### src/bounded_double_ended_queue_defines.svh
// Assertion macros shared by the double-ended queue RTL.
`ifndef BOUNDED_DOUBLE_ENDED_QUEUE_DEFINES_SVH
`define BOUNDED_DOUBLE_ENDED_QUEUE_DEFINES_SVH

// Same-cycle implication, checked on clk and disabled while rst_n is low.
`define BDQ_ASSERT_NOW(label, ante, cons, msg) \
  label: assert property (@(posedge clk) disable iff (!rst_n) (ante) |-> (cons)) \
    else $error(msg);

// Next-cycle implication, checked on clk and disabled while rst_n is low.
`define BDQ_ASSERT_NEXT(label, ante, cons, msg) \
  label: assert property (@(posedge clk) disable iff (!rst_n) (ante) |=> (cons)) \
    else $error(msg);

`endif

### src/bdq_pkg.sv
// Types and constants for the bounded double-ended queue.
package bdq_pkg;

  localparam int DATA_W        = 32;
  localparam int OP_W          = 3;
  localparam int CAP_W         = 5;
  localparam int DEPTH_DEFAULT = 16;

  localparam logic [CAP_W-1:0] CAP_RESET = CAP_W'(16);

  // Operation codes.
  localparam logic [OP_W-1:0] OP_INS_FRONT = 3'd0;
  localparam logic [OP_W-1:0] OP_INS_REAR  = 3'd1;
  localparam logic [OP_W-1:0] OP_DEL_FRONT = 3'd2;
  localparam logic [OP_W-1:0] OP_DEL_REAR  = 3'd3;
  localparam logic [OP_W-1:0] OP_QUERY     = 3'd4;

  // Value reported for the front and rear items of an empty queue.
  localparam logic signed [DATA_W-1:0] EMPTY_ITEM = -32'sd1;

  typedef struct packed {
    logic [OP_W-1:0]          opcode;
    logic signed [DATA_W-1:0] item_value;
  } in_word_t;

  typedef struct packed {
    logic                     success;
    logic signed [DATA_W-1:0] front_item;
    logic signed [DATA_W-1:0] rear_item;
    logic                     is_empty;
    logic                     is_full;
  } out_word_t;

endpackage

### src/bounded_double_ended_queue.sv
// A word accepted on the input updates the queue, both item reads of the ring
// memory are registered in S_READ, and S_RESP holds the result word until it is
// taken. The next word is taken only after the result is taken, since in_ready
// is high only in S_IDLE.
// Reset (rst_n, synchronous, active low) empties the queue and sets capacity
// to 16; the ring memory is not cleared.
`include "bounded_double_ended_queue_defines.svh"

module bounded_double_ended_queue #(
  parameter int DEPTH = bdq_pkg::DEPTH_DEFAULT
) (
  input  logic                     clk,
  input  logic                     rst_n,
  input  logic                     in_valid,
  output logic                     in_ready,
  input  bdq_pkg::in_word_t        in_data,
  output logic                     out_valid,
  input  logic                     out_ready,
  output bdq_pkg::out_word_t       out_data,
  input  logic                     cfg_we,
  input  logic [bdq_pkg::CAP_W-1:0] cfg_wdata
);

  localparam int IDX_W = (DEPTH > 1) ? $clog2(DEPTH) : 1;
  localparam int CNT_W = $clog2(DEPTH + 1);
  localparam int CMP_W = (CNT_W > bdq_pkg::CAP_W) ? CNT_W : bdq_pkg::CAP_W;

  localparam logic [IDX_W-1:0] IDX_LAST = IDX_W'(DEPTH - 1);
  localparam logic [CMP_W-1:0] DEPTH_C  = CMP_W'(DEPTH);

  // Sequencer states.
  localparam logic [1:0] S_IDLE = 2'd0;
  localparam logic [1:0] S_READ = 2'd1;
  localparam logic [1:0] S_RESP = 2'd2;

  // Ring pointer helpers with wrap at DEPTH.
  function automatic logic [IDX_W-1:0] wrap_inc(input logic [IDX_W-1:0] p);
    wrap_inc = (p == IDX_LAST) ? '0 : p + IDX_W'(1);
  endfunction

  function automatic logic [IDX_W-1:0] wrap_dec(input logic [IDX_W-1:0] p);
    wrap_dec = (p == '0) ? IDX_LAST : p - IDX_W'(1);
  endfunction

  logic [1:0]                       state_r, state_nxt;
  logic [IDX_W-1:0]                 head_r, head_nxt;
  logic [IDX_W-1:0]                 tail_r, tail_nxt;
  logic [CNT_W-1:0]                 cnt_r, cnt_nxt;
  logic [bdq_pkg::CAP_W-1:0]        cap_r;
  logic                             ok_r, ok_nxt;
  logic                             full_r, full_nxt;
  logic                             empty_r;
  logic                             acc;
  logic                             full_now;
  logic                             empty_now;
  logic [CMP_W-1:0]                 cap_ext;
  logic [CMP_W-1:0]                 eff_cap;
  logic                             mem_we;
  logic [IDX_W-1:0]                 mem_wr_addr;
  logic signed [bdq_pkg::DATA_W-1:0] rd_front_r;
  logic signed [bdq_pkg::DATA_W-1:0] rd_rear_r;
  logic signed [bdq_pkg::DATA_W-1:0] ring_mem [DEPTH];

  assign in_ready  = (state_r == S_IDLE);
  assign out_valid = (state_r == S_RESP);
  assign acc       = in_valid && in_ready;

  // Effective capacity is the register value limited to the built depth.
  always_comb begin
    cap_ext   = CMP_W'(cap_r);
    eff_cap   = (cap_ext > DEPTH_C) ? DEPTH_C : cap_ext;
    full_now  = CMP_W'(cnt_r) >= eff_cap;
    empty_now = (cnt_r == '0);
  end

  // Pointer and count update for the accepted word.
  always_comb begin
    head_nxt    = head_r;
    tail_nxt    = tail_r;
    cnt_nxt     = cnt_r;
    ok_nxt      = 1'b0;
    mem_we      = 1'b0;
    mem_wr_addr = tail_r;
    case (in_data.opcode)
      bdq_pkg::OP_INS_FRONT: begin
        if (!full_now) begin
          head_nxt    = wrap_dec(head_r);
          mem_wr_addr = wrap_dec(head_r);
          mem_we      = acc;
          cnt_nxt     = cnt_r + CNT_W'(1);
          ok_nxt      = 1'b1;
        end
      end
      bdq_pkg::OP_INS_REAR: begin
        if (!full_now) begin
          tail_nxt    = wrap_inc(tail_r);
          mem_wr_addr = tail_r;
          mem_we      = acc;
          cnt_nxt     = cnt_r + CNT_W'(1);
          ok_nxt      = 1'b1;
        end
      end
      bdq_pkg::OP_DEL_FRONT: begin
        if (!empty_now) begin
          head_nxt = wrap_inc(head_r);
          cnt_nxt  = cnt_r - CNT_W'(1);
          ok_nxt   = 1'b1;
        end
      end
      bdq_pkg::OP_DEL_REAR: begin
        if (!empty_now) begin
          tail_nxt = wrap_dec(tail_r);
          cnt_nxt  = cnt_r - CNT_W'(1);
          ok_nxt   = 1'b1;
        end
      end
      bdq_pkg::OP_QUERY: begin
        ok_nxt = 1'b1;
      end
      default: begin
        ok_nxt = 1'b0;
      end
    endcase
    full_nxt = CMP_W'(cnt_nxt) >= eff_cap;
  end

  // Sequencer: accept, read both ends, then hold the result word.
  always_comb begin
    state_nxt = state_r;
    case (state_r)
      S_IDLE: begin
        if (acc) begin
          state_nxt = S_READ;
        end
      end
      S_READ: begin
        state_nxt = S_RESP;
      end
      S_RESP: begin
        if (out_ready) begin
          state_nxt = S_IDLE;
        end
      end
      default: begin
        state_nxt = S_IDLE;
      end
    endcase
  end

  // Control registers.
  always_ff @(posedge clk) begin
    if (!rst_n) begin
      state_r <= S_IDLE;
      head_r  <= '0;
      tail_r  <= '0;
      cnt_r   <= '0;
      cap_r   <= bdq_pkg::CAP_RESET;
      ok_r    <= 1'b0;
      full_r  <= 1'b0;
      empty_r <= 1'b1;
    end else begin
      state_r <= state_nxt;
      if (cfg_we) begin
        cap_r <= cfg_wdata;
      end
      if (acc) begin
        head_r  <= head_nxt;
        tail_r  <= tail_nxt;
        cnt_r   <= cnt_nxt;
        ok_r    <= ok_nxt;
        full_r  <= full_nxt;
        empty_r <= (cnt_nxt == '0);
      end
    end
  end

  // Ring memory write port.
  always_ff @(posedge clk) begin
    if (mem_we) begin
      ring_mem[mem_wr_addr] <= in_data.item_value;
    end
  end

  // Ring memory read ports for the front and rear items after the update.
  always_ff @(posedge clk) begin
    if (state_r == S_READ) begin
      rd_front_r <= ring_mem[head_r];
      rd_rear_r  <= ring_mem[wrap_dec(tail_r)];
    end
  end

  // Result word.
  always_comb begin
    out_data.success    = ok_r;
    out_data.front_item = empty_r ? bdq_pkg::EMPTY_ITEM : rd_front_r;
    out_data.rear_item  = empty_r ? bdq_pkg::EMPTY_ITEM : rd_rear_r;
    out_data.is_empty   = empty_r;
    out_data.is_full    = full_r;
  end

  // Checks on the queue's own bookkeeping.
  `BDQ_ASSERT_NOW(a_cnt_bound, 1'b1, CMP_W'(cnt_r) <= DEPTH_C, "item count above depth")
  `BDQ_ASSERT_NOW(a_empty_ptrs, cnt_r == '0, head_r == tail_r, "empty queue with split pointers")
  `BDQ_ASSERT_NOW(a_one_side, in_ready, !out_valid, "input open while result pending")
  `BDQ_ASSERT_NEXT(a_acc_read, acc, state_r == S_READ, "accepted word not followed by read")
  `BDQ_ASSERT_NEXT(a_refused_hold, acc && !ok_nxt, cnt_r == $past(cnt_r), "refused op changed count")

endmodule

### config.mk
export PLATFORM = sky130hd
export DESIGN_NAME = bounded_double_ended_queue
export DESIGN_NICKNAME = d
export VERILOG_FILES = /design/src/bdq_pkg.sv /design/src/bounded_double_ended_queue.sv
export VERILOG_INCLUDE_DIRS = /design/src /design/src/src
export SDC_FILE = /design/constraint.sdc
export NUM_CORES = 1
export LEC_CHECK = 0
export ABC_AREA = 1
export BUFFER_PORTS_ARGS = -buffer_cell sky130_fd_sc_hd__buf_2
export CORE_MARGIN = 3
export CORE_UTILIZATION = 55
export CTS_BUF_LIST = sky130_fd_sc_hd__clkbuf_16
export CTS_CLUSTER_DIAMETER = 80
export DETAILED_ROUTE_END_ITERATION = 16
export PLACE_DENSITY_LB_ADDON = 0.15
export SLEW_MARGIN = 10
export SYNTH_ARGS = -nofsm -noshare
export SYNTH_HDL_FRONTEND = slang
export SYNTH_SLANG_ARGS = --single-unit
### constraint.sdc
create_clock -name clk -period 5.8 [get_ports clk]
set_input_delay 1.74 -clock clk [delete_from_list [all_inputs] [get_ports clk]]
set_output_delay 1.74 -clock clk [all_outputs]
set_load 0.005 [all_outputs]
==> summary by stage <==
Global routing
For met3 alone, demand over resource in global routing was 3.93%. The via count of the first global-routing pass came to 22200. Global routing used 28.7% of the available tracks.

met2 is the most crowded layer. The pin count of the biggest net entering global routing is 238. The first global-routing pass estimated 126000 um of wire. After global routing the overflow that remains totals 0.

For met1 alone, demand over resource in global routing was 41.0%. For met2 alone, demand over resource in global routing was 44.5%. The number of antenna violations at the first check in global routing is 1.

STA
Based on the critical path, the design can be clocked at up to 223 MHz. The final-report max-slew violation count was 0. Setup violations remaining at the end of the flow were counted as 0.

For the pin with the worst max-slew slack, the measured transition is 1.21 ns. The setup TNS is 0 ns. Setup repair after global routing left no endpoint under its margin. In the finished design, the share of the clock period the worst path needs comes to 77.4%.

The headroom to the max-slew limit is 19.5%. The final count of hold timing violations is 0. The final critical delay including setup and external delays is 4.49 ns.

The maximum clock skew at final layout is 0.0279 ns.

Clock tree
The total clock buffers created by CTS is 61. The H-tree generated during clock tree synthesis spans 2 levels. Clock-pin slew was measured on the worst setup and hold paths at 0.06 ns. The count of buffers added by post-CTS timing repair for setup is 0. The post-cts repair resize count is 0.

The clock tree from TritonCTS is yes. The number of buffers on the longest clock path is 3. The clock root buffer is sky130_fd_sc_hd__clkbuf_16.

The clock insertion delay at the later pin of the skew report is 0.64 ns. The total clock sinks is 599. The post-cts hold buffer count is 0.

Synthesis
Sorting the synthesized cells by area gives the leading types as sky130_fd_sc_hd__edfxtp_1 (59%), sky130_fd_sc_hd__o21ai_0 (8.5%), sky130_fd_sc_hd__a21oi_1 (6.2%). The count of flip-flops with a built-in enable after synthesis is 576. In this run the mean area of a mapped cell was 10.2 um2.

The cell type with the highest aggregate area in the netlist is sky130_fd_sc_hd__edfxtp_1. The count of distinct cell types in the synthesized netlist is 34. The sequential cell area fraction in the yosys report is 60.9%. The total number of yosys warnings is 0. The number of instances in the synthesized netlist is 2868. Synthesis produced a netlist with a net count of 2930. In this run, synthesis produced a sequential element count of 599.

The cell area that synthesis handed to floorplanning was 29200 um2. The most common cell in the synthesized netlist is sky130_fd_sc_hd__edfxtp_1. The synthesized design devotes to its leading area cell type 59.3% of total area. The dominant synthesized flop cell is sky130_fd_sc_hd__edfxtp_1. The async set or reset register ratio after synthesis is 0%. By count the netlist is led by sky130_fd_sc_hd__edfxtp_1 (576), sky130_fd_sc_hd__o21ai_0 (493), sky130_fd_sc_hd__a21oi_1 (364).

Routing
The first detailed-routing pass took 5 iterations. After detailed routing, the number of remaining DRC violations is 0. The average routed wire per standard cell is 22.9 um.

Dividing the detail-routed via count by the number of cells gives 6.40. The routed wire length is 82000 um. The number of design-rule violations left by the first detailed-router iteration is 3144. The overall via count from detail_route is 22900.

The number of routed nets with antenna violations is 0.

Worst setup path
The startpoint type of the worst setup path is a flip-flop. The worst register-to-register path has a setup slack of 1.31 ns. The start-to-end type of the worst setup path is flip-flop to flip-flop. STA classifies the critical path endpoint as a flip-flop. The maximum fanout along the worst path is 74. The required time at the worst-slack endpoint is 6.13 ns. The delay of the slowest cell on the worst path is 0.82 ns.

The cell with the biggest individual delay on the critical path is sky130_fd_sc_hd__dfxtp_4. Traced cell by cell, the critical path runs through clkinv_2 > ha_1 > inv_1 > nor2_1 > nor2_1 > o21ai_0 > o21ai_0 > nand2_1 > nor2_4 > buf_4. The worst path arrival time is 4.81 ns.

Min path
The class of the most critical hold timing path is flip-flop to flip-flop.

Floorplan
From bottom edge to top edge, the die measures 236 um. The die covers 55800 um2. The placement row count is 83. The initial standard-cell utilization of the core is 56.2%.

The core region is 51900 um2. The number of ports placed on the die boundary is 114. The die is 236 um wide.

Placed design
At the end of routability-driven placement, the weighted congestion stood at 0.832. The half-perimeter wire length after detailed placement is 46000 um. Input and output buffers added on the ports amount to 113.

Layout
The number of fillers in the final layout is 4135. The combined area of the multi-input logic cells is 9640 um2. The end-of-flow core utilization is 62.0%. The sequential cell area is 17800 um2. The post-layout net count is 2912.

The layout cell share with drive strength beyond 1 is 13.2%. Relative to the synthesized area, the layout overhead comes to 10.3%.

Power
The maximum resistive drop on vdd is 280 uV. The analysis attributes to cell leakage a power of 11.2 nW. Power spread over the standard cell area amounts to 316 nW/um2.

Run status
The run finished with clean final reports.

Flow run
The number of maximum-capacitance violations is 0.
logic make-up (layout without fill, tap and decap cells):
group / count (synthesis) / in the layout / share of synthesized area (%)
flip-flops: 599 / 599 / 60.9
XOR/XNOR: 7 / 7 / 0.210
AO/OA/AOI/OAI: 1099 / 1099 / 21.1
AND/OR/NAND/NOR: 687 / 687 / 10.5
other: 0 / 2 / 0
buffers and inverters: 459 / 491 / 6.55
adder cells (fa/ha/maj): 17 / 17 / 0.729
metrics by stage:
stage	hold WS, ns	area, um2	power [W]	cells	setup slack (ns)
2_1_floorplan	0.446	29200	0.00565	2868	1.42
4_1_cts	0.478	32200	0.0102	3580	1.33
5_1_grt	0.497	32200	0.0105	3581	1.05
3_3_place_gp	0.474	30000	0.00603	3467	1.27
6_report	0.478	32200	0.0102	3582	1.31
3_5_place_dp	0.470	30000	0.00605	3467	1.14
layout make-up:
cell class | instances | share of cell area, %
sequential | 599 | 55.2
clock inverter | 51 | 1.80
tap | 680 | 2.64
antenna | 2 | 0.0156
clock buffer | 62 | 4.82
multi-input combinational | 1810 | 30.0
timing repair buffer | 150 | 2.82
inverter | 228 | 2.68
layout by cell type (no fill, tap or decap), types with 3 or more instances in the layout:
| master | count |
|---|---|
| sky130_fd_sc_hd__a31oi_1 | 3 |
| sky130_fd_sc_hd__nor2_4 | 17 |
| sky130_fd_sc_hd__ha_1 | 17 |
| sky130_fd_sc_hd__o211ai_2 | 32 |
| sky130_fd_sc_hd__nand4_1 | 7 |
| sky130_fd_sc_hd__nand2_1 | 257 |
| sky130_fd_sc_hd__bufinv_16 | 13 |
| sky130_fd_sc_hd__a21oi_1 | 364 |
| sky130_fd_sc_hd__xor2_1 | 5 |
| sky130_fd_sc_hd__or2_2 | 67 |
| sky130_fd_sc_hd__o211ai_1 | 161 |
| sky130_fd_sc_hd__edfxtp_1 | 576 |
| sky130_fd_sc_hd__o21ai_1 | 43 |
| sky130_fd_sc_hd__dfxtp_4 | 3 |
| sky130_fd_sc_hd__inv_2 | 5 |
| sky130_fd_sc_hd__buf_2 | 113 |
| sky130_fd_sc_hd__nor2_1 | 111 |
| sky130_fd_sc_hd__buf_4 | 32 |
| sky130_fd_sc_hd__clkinv_1 | 12 |
| sky130_fd_sc_hd__nand3_1 | 216 |
| sky130_fd_sc_hd__clkbuf_16 | 62 |
| sky130_fd_sc_hd__buf_12 | 5 |
| sky130_fd_sc_hd__inv_1 | 226 |
| sky130_fd_sc_hd__o21ai_0 | 493 |
| sky130_fd_sc_hd__clkinv_2 | 17 |
| sky130_fd_sc_hd__dfxtp_2 | 3 |
| sky130_fd_sc_hd__nor3_1 | 4 |
| sky130_fd_sc_hd__dfxtp_1 | 17 |
routing by layer:
layer | routed length (um) | vias up
li1 | - | 10400
met1 | 33700 | 11000
met2 | 37800 | 1346
met3 | 7460 | 223
met4 | 3070 | 0
met5 | 0 | -
sequential cells by signal (all words and copies together) (netlist names), 2 cells and up:
signal,flops
cap_ext,5
cnt_r,5
head_r,4
rd_front_r,32
rd_rear_r,32
ring_mem,512
state_r,2
tail_r,4
worst paths after layout:
kind	startpoint	to	depth (start not counted)
max	head_r[0]	ring_mem[6][17]	10
min	cap_ext[0]	cap_ext[0]	2
max reg2reg	head_r[0]	ring_mem[6][17]	10
min reg2reg	cap_ext[0]	cap_ext[0]	2
critical path, delay by kind of cell, from the launching register on:
kind	cells	cell delay, ns
simple gates	4	1.30
buf+inv	3	1.12
flops	1	0.82
compound gates	2	0.51
fa+ha+maj	1	0.44
report_power, final:
| part | internal [W] | switching, W |
|---|---|---|
| registers | 0.00483 | 0.0000570 |
| clock network | 0.00251 | 0.00168 |
| logic | 0.000320 | 0.000776 |
Note: power is estimated with default switching activity, not from simulation.
